`src/rtl/core/bfe_pkg.sv`:
```
// Shared field widths and beat payload types for the binary fraction expander.
package bfe_pkg;

  localparam int NUM_W = 6;
  localparam int DEN_W = 7;

  typedef struct packed {
    logic [NUM_W-1:0] numerator;
    logic [DEN_W-1:0] denominator;
  } frac_t;

  typedef struct packed {
    logic digit;
    logic period_start;
    logic last;
    logic error;
  } result_t;

endpackage

```
`src/rtl/core/bfe_stream_if.sv`:
```
// Valid/ready stream channel carrying one payload per beat.
interface bfe_stream_if #(
  parameter type payload_t = logic
);
  logic     valid;
  logic     ready;
  payload_t data;

  modport source (output valid, output data, input ready);
  modport sink (input valid, input data, output ready);
endinterface

```
`src/rtl/core/bfe_ram.sv`:
```
// Generic single-write, single-read RAM with registered read data.
module bfe_ram #(
  parameter int WIDTH = 1,
  parameter int DEPTH = 64,
  parameter int AW    = (DEPTH > 1) ? $clog2(DEPTH) : 1
) (
  input  logic             clk,
  input  logic             we,
  input  logic [AW-1:0]    waddr,
  input  logic [WIDTH-1:0] wdata,
  input  logic             re,
  input  logic [AW-1:0]    raddr,
  output logic [WIDTH-1:0] rdata
);

  logic [WIDTH-1:0] mem [DEPTH];

  always_ff @(posedge clk) begin
    if (we) begin
      mem[waddr] <= wdata;
    end
    // read data holds until the next read
    if (re) begin
      rdata <= mem[raddr];
    end
  end

endmodule

```
`src/rtl/core/binary_fraction_expander_top.sv`:
```
// Top level: binary expansion of a proper fraction with repeat detection.
//
//   channel   | dir | payload                                   | beats per fraction
//   ----------+-----+-------------------------------------------+-------------------
//   fraction  | in  | numerator[5:0], denominator[6:0]          | 1
//   digits    | out | digit, period_start, last, error          | 1..MAX_DENOMINATOR
//
// Flow: a valid fraction with n digits is accepted, then runs n+1
//   doubling/compare-subtract steps through the single step unit (the last
//   one finds the repeated remainder), then gives n digit beats read from the
//   digit RAM at one per cycle unless digits stalls. n never exceeds the denominator.
// An invalid fraction (zero denominator, numerator not below it, denominator
//   above MAX_DENOMINATOR) gives a single error beat, loaded from the S_ERR state.
// Reset clears the sequencer, the seen-remainder valid bits and the output
//   valid flag; RAM contents are not cleared (valid bits cover the step table).
// A stalled digits channel holds the output register and pauses RAM reads;
//   a new fraction is taken while the last beat of the previous one waits.
module binary_fraction_expander_top #(
  parameter int MAX_DENOMINATOR = 64
) (
  input  logic         clk,
  input  logic         rst,
  bfe_stream_if.sink   fraction,
  bfe_stream_if.source digits
);

  import bfe_pkg::*;

  // RW: remainder / table index width, CW: digit count width (holds n itself)
  localparam int RW   = $clog2(MAX_DENOMINATOR);
  localparam int CW   = $clog2(MAX_DENOMINATOR + 1);
  localparam int CMPW = (RW + 1 > DEN_W) ? RW + 1 : DEN_W;

  typedef enum logic [3:0] {
    S_IDLE   = 4'b0001,
    S_ERR    = 4'b0010,
    S_EXPAND = 4'b0100,
    S_EMIT   = 4'b1000
  } state_t;

  state_t state;

  // fraction under work
  logic [RW-1:0]    rem;
  logic [DEN_W-1:0] den;
  logic [CW-1:0]    count;
  logic [MAX_DENOMINATOR-1:0] seen;  // remainder already has a step in the table

  // emit side
  logic [CW-1:0] k;          // next digit index to read
  logic          rd_pend;    // digit RAM read data waiting for the output register
  logic          pend_ps;
  logic          pend_last;

  // output register
  logic    out_valid;
  result_t out_data;

  // ---------------------------------------------------------------------------
  // Input check
  // ---------------------------------------------------------------------------
  logic bad_in;
  logic in_acc;

  assign in_acc = fraction.valid && fraction.ready;
  assign bad_in = (fraction.data.denominator == '0)
               || (DEN_W'(fraction.data.numerator) >= fraction.data.denominator)
               || (32'(fraction.data.denominator) > 32'(MAX_DENOMINATOR));

  assign fraction.ready = (state == S_IDLE);

  // ---------------------------------------------------------------------------
  // Shared step unit: double the remainder, compare-subtract the denominator
  // ---------------------------------------------------------------------------
  logic [CMPW-1:0] twice;
  logic [CMPW-1:0] den_ext;
  logic [CMPW-1:0] diff;
  logic            bit_out;
  logic [RW-1:0]   rem_next;
  logic            hit;

  assign twice    = CMPW'({rem, 1'b0});
  assign den_ext  = CMPW'(den);
  assign bit_out  = (twice >= den_ext);
  assign diff     = bit_out ? (twice - den_ext) : twice;
  assign rem_next = diff[RW-1:0];   // below den, so fits
  assign hit      = seen[rem];

  // ---------------------------------------------------------------------------
  // Step table: step at which each remainder first appeared
  // ---------------------------------------------------------------------------
  logic          step_we;
  logic          step_re;
  logic [RW-1:0] period_idx;

  assign step_we = (state == S_EXPAND) && !hit;
  assign step_re = (state == S_EXPAND) && hit;

  bfe_ram #(
    .WIDTH (RW),
    .DEPTH (MAX_DENOMINATOR)
  ) u_step_ram (
    .clk   (clk),
    .we    (step_we),
    .waddr (rem),
    .wdata (count[RW-1:0]),
    .re    (step_re),
    .raddr (rem),
    .rdata (period_idx)
  );

  // ---------------------------------------------------------------------------
  // Digit buffer
  // ---------------------------------------------------------------------------
  logic load;    // pending digit moves into the output register
  logic issue;   // read the next digit
  logic dig_rd;

  assign load  = rd_pend && (!out_valid || digits.ready);
  assign issue = (state == S_EMIT) && (k != count) && (!rd_pend || load);

  bfe_ram #(
    .WIDTH (1),
    .DEPTH (MAX_DENOMINATOR)
  ) u_digit_ram (
    .clk   (clk),
    .we    (step_we),
    .waddr (count[RW-1:0]),
    .wdata (bit_out),
    .re    (issue),
    .raddr (k[RW-1:0]),
    .rdata (dig_rd)
  );

  // ---------------------------------------------------------------------------
  // Sequencer and control registers
  // ---------------------------------------------------------------------------
  logic err_load;
  logic emit_done;

  assign err_load  = (state == S_ERR) && (!out_valid || digits.ready);
  assign emit_done = (state == S_EMIT) && (k == count) && (!rd_pend || load);

  always_ff @(posedge clk) begin
    if (rst) begin
      state     <= S_IDLE;
      count     <= '0;
      k         <= '0;
      seen      <= '0;
      rd_pend   <= 1'b0;
      out_valid <= 1'b0;
    end else begin
      case (state)
        S_IDLE: begin
          if (in_acc) begin
            if (bad_in) begin
              state <= S_ERR;
            end else begin
              state <= S_EXPAND;
              count <= '0;
              seen  <= '0;
            end
          end
        end
        S_ERR: begin
          if (err_load) begin
            state <= S_IDLE;
          end
        end
        S_EXPAND: begin
          if (hit) begin
            // table read of the repeat's step issued this cycle
            state <= S_EMIT;
            k     <= '0;
          end else begin
            seen[rem] <= 1'b1;
            count     <= count + CW'(1);
          end
        end
        S_EMIT: begin
          if (issue) begin
            k <= k + CW'(1);
          end
          if (emit_done) begin
            state <= S_IDLE;
          end
        end
        default: begin
          state <= S_IDLE;
        end
      endcase

      if (issue) begin
        rd_pend <= 1'b1;
      end else if (load) begin
        rd_pend <= 1'b0;
      end

      if (load || err_load) begin
        out_valid <= 1'b1;
      end else if (digits.ready) begin
        out_valid <= 1'b0;
      end
    end
  end

  // payload registers
  always_ff @(posedge clk) begin
    if (state == S_IDLE && in_acc) begin
      rem <= RW'(fraction.data.numerator);
      den <= fraction.data.denominator;
    end else if (state == S_EXPAND && !hit) begin
      rem <= rem_next;
    end

    if (issue) begin
      pend_ps   <= (k == CW'(period_idx));
      pend_last <= ((k + CW'(1)) == count);
    end

    if (load) begin
      out_data.digit        <= dig_rd;
      out_data.period_start <= pend_ps;
      out_data.last         <= pend_last;
      out_data.error        <= 1'b0;
    end else if (err_load) begin
      out_data.digit        <= 1'b0;
      out_data.period_start <= 1'b0;
      out_data.last         <= 1'b1;
      out_data.error        <= 1'b1;
    end
  end

  assign digits.valid = out_valid;
  assign digits.data  = out_data;

endmodule

```
`src/flat_wrapper.sv`:
```
// flat-port wrapper written by rule: the top's interface ports become plain ports
module binary_fraction_expander_top_flat import bfe_pkg::*;
#(
  parameter int MAX_DENOMINATOR = 64
)
  (clk, rst, fraction_valid, fraction_data, fraction_ready, digits_valid, digits_data, digits_ready);
  bfe_stream_if #(.payload_t(frac_t)) fraction_i ();
  bfe_stream_if #(.payload_t(result_t)) digits_i ();
  input  logic clk;
  input  logic rst;
  input wire logic [$bits(fraction_i.valid)-1:0] fraction_valid;
  input wire logic [$bits(fraction_i.data)-1:0] fraction_data;
  output wire logic [$bits(fraction_i.ready)-1:0] fraction_ready;
  output wire logic [$bits(digits_i.valid)-1:0] digits_valid;
  output wire logic [$bits(digits_i.data)-1:0] digits_data;
  input wire logic [$bits(digits_i.ready)-1:0] digits_ready;
  assign fraction_i.valid = fraction_valid;
  assign fraction_i.data = fraction_data;
  assign fraction_ready = fraction_i.ready;
  assign digits_valid = digits_i.valid;
  assign digits_data = digits_i.data;
  assign digits_i.ready = digits_ready;
  binary_fraction_expander_top #(.MAX_DENOMINATOR(MAX_DENOMINATOR)) u_core (.clk(clk), .rst(rst), .fraction(fraction_i), .digits(digits_i));
endmodule
```
`config.mk`:
```
export PLATFORM = sky130hd
export DESIGN_NAME = binary_fraction_expander_top_flat
export DESIGN_NICKNAME = d
export VERILOG_FILES = /design/src/rtl/core/bfe_pkg.sv /design/src/rtl/core/bfe_stream_if.sv /design/src/rtl/core/bfe_ram.sv /design/src/rtl/core/binary_fraction_expander_top.sv /design/src/flat_wrapper.sv
export SDC_FILE = /design/constraint.sdc
export NUM_CORES = 1
export LEC_CHECK = 0
export BUFFER_PORTS_ARGS = -buffer_cell sky130_fd_sc_hd__buf_2
export CAP_MARGIN = 20
export CORE_MARGIN = 5
export CORE_UTILIZATION = 48
export DETAILED_ROUTE_END_ITERATION = 10
export GPL_ROUTABILITY_DRIVEN = 1
export GPL_TIMING_DRIVEN = 0
export HOLD_SLACK_MARGIN = 0.08
export PLACE_DENSITY = 0.6
export SLEW_MARGIN = 25
export SYNTH_ARGS = -nofsm -noshare
export SYNTH_HDL_FRONTEND = slang
export SYNTH_SLANG_ARGS = --single-unit
```
`constraint.sdc`:
```
create_clock -name clk -period 8 [get_ports clk]
set_input_delay 1.6 -clock clk [delete_from_list [all_inputs] [get_ports clk]]
set_output_delay 1.6 -clock clk [all_outputs]
set_load 0.01 [all_outputs]
```
Yosys cells after proc, flatten, opt, wreduce, memory -nomap -nowiden:

Memory sizes are Yosys's and may differ from the RTL's. A register that Yosys moved wholly into a read port is not among the register bits.
Cells that the tools add are included.

* register bits after elaboration: 103
* RAM bits: 448
* input port bits: 17
* output and inout bits: 6
* logic and storage cells: 101
* memories kept: 2

Memory list
* u_core.u_step_ram.mem: depth 64, width 6, rd ports 1, clocked after Yosys merged registers in 1, write ports 1, line bfe_ram.sv:16 `logic [WIDTH-1:0] mem [DEPTH];`
* u_core.u_digit_ram.mem: depth 64, width 1, rd ports 1, clocked after Yosys merged registers in 1, write ports 1, line bfe_ram.sv:16

* add/subtract/negate cells: 3
* order comparisons: 5
* equality and inequality tests: 15
* multiplexer cells: 32
* bitwise logic cells: 1
* reductions and logical operators: 29

Operators with widths (number)
* $mux 64: 3
* $pmux 64 s2: 1
* $or 64x64->64: 1
* $mux 7: 5
* $pmux 7 s2: 2
* $mux 4: 6
* $mux 6: 3
* $pmux 4 s4: 1
* $add 7x1->7 const B: 2
* $eq 7x7->1: 2
* $reduce_bool 2->1: 6
* $logic_and 1x1->1: 11
* $mux 1: 8
* $ne 2x1->1 const B: 4
* $reduce_and 4->1: 2
* $eq 7x6->1: 1
* $ge 6x7->1: 1
* $ge 7x7->1: 1
* $gt 7x7->1 const B: 1
* $logic_not 7->1: 1
* $lt 6x7->1 const B: 1
* $ne 7x7->1: 1
* $bmux 1 s6: 1
* $demux 1 s6: 1
* other kinds (11): 19

Longest topological paths before layout:

* depth in word-level cells: 7
* gate-level depth with buffers: 11
* depth with buffers taken out: 9

Modules after synthesis:

Synthesis repeated with hierarchy kept, for this count alone.

* cell total of the unflattened synthesis: 1502
* area total of the unflattened synthesis: 23399.9 µm²

By module, submodules not included
* bfe_ram (u_core.u_step_ram): instances 1, cells each 720, area each 15285.9 µm², sequential area each 11711.2 µm²
* binary_fraction_expander_top: instances 1, cells each 578, area each 5190.0 µm², sequential area each 2242.2 µm²
* bfe_ram (u_core.u_digit_ram): instances 1, cells each 204, area each 2924.1 µm², sequential area each 1951.9 µm²

Least setup slack after synthesis:

Ideal clock, no wire load.

* kind: input port to flip-flop
* from: in fraction_data[4]
* to: reg u_core.seen[59]
* arrival time: 3.377 ns
* required time: 7.883 ns
* path slack: 4.506 ns
* stages: 10
* buffers on the path: 1
* cell sequence: inv_1 > ha_1 > a21oi_1 > nor2b_1 > or4_1 > a21oi_1 > o21a_1 > nor2_1 > clkbuf_1 > a22o_1

* cells in the longest elaborated chain, start to end: 5
* elaborated cells on any way between the ends: 7
* those cells by class: order compare (2); eq/ne (1); reduce/logical (4)

RTL lines
* start: declaration: line flat_wrapper.sv:12 `input wire logic [$bits(fraction_i.data)-1:0] fraction_data;`
* $ge 6x7->1 or $logic_not 7->1 (tied branches): line binary_fraction_expander_top.sv:67, binary_fraction_expander_top.sv:66
* $logic_or 1x1->1: line binary_fraction_expander_top.sv:67 `|| (DEN_W'(fraction.data.numerator) >= fraction.data.denominator)`
* $logic_or 1x1->1 *: line binary_fraction_expander_top.sv:68 `|| (32'(fraction.data.denominator) > 32'(MAX_DENOMINATOR));`
* $ne 2x2->1 (no line) *
* $reduce_and 4->1 (no line) *
* end signal: assignment: line binary_fraction_expander_top.sv:149 `seen <= '0;`
* end signal: assignment: line binary_fraction_expander_top.sv:161 `seen <= '0;`
* end signal: indexed assignment: line binary_fraction_expander_top.sv:176 `seen[rem] <= 1'b1;`
* end: declaration: line binary_fraction_expander_top.sv:47 `logic [MAX_DENOMINATOR-1:0] seen;`

Every way passes the cells marked *; elsewhere a longest branch is shown, timed or not.
A chain may end at the register's enable or synchronous reset.

Final worst setup path:

* from: reg u_core.rem[2]
* to: reg u_core.u_step_ram.rdata[0] (read register of u_core.u_step_ram.mem) (data pin)

* cells in the longest elaborated chain, start to end: 3

RTL lines
* start: declaration: line binary_fraction_expander_top.sv:44 `logic [RW-1:0] rem;`
* start signal: assignment: line binary_fraction_expander_top.sv:210 `rem <= RW'(fraction.data.numerator);`
* start signal: assignment: line binary_fraction_expander_top.sv:213 `rem <= rem_next;`
* $bmux 1 s6: line binary_fraction_expander_top.sv:87 `assign hit = seen[rem];`
* $mux 1 (not written as such): line binary_fraction_expander_top.sv:87
* $logic_and 1x1->1: line binary_fraction_expander_top.sv:97 `assign step_re = (state == S_EXPAND) && hit;`
* end: declaration: line bfe_ram.sv:13 `output logic [WIDTH-1:0] rdata`

Several ways; a longest one is shown, not always the timed one. The select of a mux whose other input is x is not followed.

==> results.sh <==
export IMPL_status="complete, no violations"
export IMPL_skew_ns=0.0255
export IMPL_worstMarginPinSlew_ns=1.15
export IMPL_ys_warn_count=0
export IMPL_crit_fanout=10
export IMPL_cap_violations=0
export IMPL_place_congestion=0.901
export IMPL_finalCriticalPeriod_ns=4.72
export IMPL_crit_arrival_ns=5.19
export IMPL_drive_gt1_frac=0.125
export IMPL_num_rows=79
export IMPL_grt_usage=0.250
export IMPL_cts_tree="done"
export IMPL_cts_buffers=56
export IMPL_drv_slew=0
export IMPL_syn_cell_area_sq_um=22500
export IMPL_die_w_um=227
export IMPL_p_comb_frac=0.152
export IMPL_critPathCaptureType="register"
export IMPL_fin_crit_sh=0.591
export IMPL_drtIter0Drc=1778
export IMPL_core_sq_um=46500
export IMPL_setup_violations=0
export IMPL_cts_buffer_depth=3
export IMPL_p_int_w=0.00507
export IMPL_antenna_left=0
export IMPL_synthesis_instances=1531
export IMPL_vias=14393
export IMPL_clk_transition_reported_paths_ns=0.06
export IMPL_async_flop_share=0
export IMPL_htree_levels=2
export IMPL_layout_commonest_cell="edfxtp_1"
export IMPL_dr_pass1_iters=6
export IMPL_syn_num_nets=1564
export IMPL_routedWlPerCell_um=28.4
export IMPL_post_cts_buffers=0
export IMPL_mostFrequentLayoutCells="edfxtp_1, nor2_1, a22oi_1"
export IMPL_root_buffer="clkbuf_16"
export IMPL_ys_flop_type="edfxtp_1"
export IMPL_sw_frac_of_total=0.274
export IMPL_io_buffers=21
export IMPL_drc=0
export IMPL_fp_dieH_um=227
export IMPL_powerDensity_nw_per_um2=275
export IMPL_start_util=0.485
export IMPL_synth_edf_count=473
export IMPL_cp_slowest_cell="clkbuf_1"
export IMPL_synth_avg_cell_area_sq_um=14.7
export IMPL_die_area_sq_um=51400
export IMPL_p_leak_nw=8.40
export IMPL_slew_headroom=0.232
export IMPL_dpl_cell_area_sq_um=23500
export IMPL_wl_um=64300
export IMPL_dp_final_hpwl_um=40800
export IMPL_hp_class="reg -> reg"
export IMPL_path_common_cell="buf_2"
export IMPL_cts_sinks=558
export IMPL_grt_pass1_vias=13854
export IMPL_insertion_delay_ns=0.62
export IMPL_post_cts_resized=0
export IMPL_vias_per_cell=6.36
export IMPL_startpoint_type="register"
export IMPL_num_io_pins=23
export IMPL_area_growth_pct=12.8
export IMPL_pwr_share_seq=0.461
export IMPL_diodes=0
export IMPL_synth_top_area_share=0.631
export IMPL_cts_hold_buf=0
export IMPL_power_share_clock=0.388
export IMPL_grt_antenna_before_repair=0
export IMPL_rsz0062_at_grt="no"
export IMPL_slowest_delay_ns=0.87
export IMPL_path_cells="buf_4 -> buf_2 -> buf_2 -> buf_2 -> nor2_1 -> clkbuf_1 -> clkbuf_1 -> a22oi_1 -> a31oi_1 -> a21oi_1 -> nand4_1"
export IMPL_crit_required_ns=8.46
export IMPL_p_sw_w=0.00192
export IMPL_hold_viol_final=0
export IMPL_max_freq_ghz=0.212
export IMPL_grt_max_degree=67
export IMPL_grt_pass1_wl_um=93900
export IMPL_path_class="reg -> reg"
export IMPL_ys_types=76
export IMPL_tns_ns=0
export IMPL_synth_area_top_cells="edfxtp_1, dfxtp_1, a22oi_1"
export IMPL_grt_overflow_total=0
export IMPL_synth_seq_cells=558
export IMPL_finalInstanceArea_sq_um=25400
export IMPL_synth_area_leader_cell="edfxtp_1"
export IMPL_synth_seq_area_share=0.706
export IMPL_ir_drop_v=0.000204
export IMPL_final_nets=1646
## stage by stage
step,std cells,util,worst slack (ns),hold slack (ns),total power [W]
after detailed placement,2162,0.506,3.43,0.441,0.00431
after CTS,2264,0.547,3.42,0.460,0.00699
after global routing,2264,0.547,3.27,0.469,0.00718
final,2264,0.547,3.28,0.461,0.00699
after global placement,2159,0.503,3.41,0.439,0.00430
after floorplan,1531,-,4.51,0.423,0.00385
## logic make-up after synthesis
group           Yosys count  share of synthesized area
fa+ha+maj                16                    0.00922
flops                   558                      0.706
mux                      34                     0.0283
compound gates          403                      0.135
simple gates            369                     0.0883
xor+xnor                 23                    0.00894
buf+inv                 128                     0.0241
## registers in the layout, indices dropped and copies added (netlist names)
name / count
u_core.count: 7
u_core.u_digit_ram.rdata: 1
u_core.rem: 6
u_core.pend_ps: 1
u_core.rd_pend: 1
u_core.digits.valid: 1
u_core.seen: 64
u_core.u_digit_ram.mem: 64
u_core.u_step_ram.mem: 384
u_core.u_step_ram.rdata: 6
u_core.digits.data: 4
u_core.den: 7
u_core.k: 7
u_core.pend_last: 1
u_core.state: 4
## synth_stat cells (all sizes together), types with 27 or more instances
cell and n:
nor2 170, nand2 32, nand3 34, a221oi 36, a31oi 30, a22oi 128, clkbuf 52, a21oi 54
inv 27, buf 48, dfxtp 85, a22o 75, edfxtp 473
## final cells by class
type                            count  area [sq um]
Fill cell                        3787         21100
Buffer                            100           439
Inverter                           28           105
Multi-Input combinational cell    845          6090
Clock inverter                     32           349
Clock buffer                       70          1550
Sequential cell                   558         15900
Tap cell                          607           759
Timing Repair Buffer               24           180
## critical path: cells and delay by family, from the launching register on
kind                   cells  cell delay (ns)
DFF                        1             0.47
buffers and inverters      6             2.60
AOI/OAI and AO/OA          3             0.77
and+or+nand+nor            2             0.72
## layer usage
metal / wire, um / GRT usage
met5: 0 / 0
met3: 5920 / 0.0523
met1: 26100 / 0.350
met2: 29800 / 0.391
met4: 2440 / 0.0900
## worst paths after layout
kind / from / end / slack [ns] / cells after the start
setup / recovery: u_core.rem[2] / u_core.u_step_ram.rdata[0] / 3.28 / 11
hold reg to reg: u_core.seen[0] / u_core.seen[0] / 0.46 / 1
hold / removal: u_core.seen[0] / u_core.seen[0] / 0.46 / 1
setup reg to reg: u_core.rem[2] / u_core.u_step_ram.rdata[0] / 3.28 / 11
## power groups by stage
stage | Combinational, W | Clock (W) | Sequential, W
after global routing | 0.00111 | 0.00285 | 0.00322
after global placement | 0.00101 | 0 | 0.00329
after CTS | 0.00104 | 0.00273 | 0.00322
after detailed placement | 0.00103 | 0 | 0.00328
after floorplan | 0.000577 | 0 | 0.00328
final | 0.00106 | 0.00271 | 0.00322
Note: power is estimated with default switching activity, not from simulation.
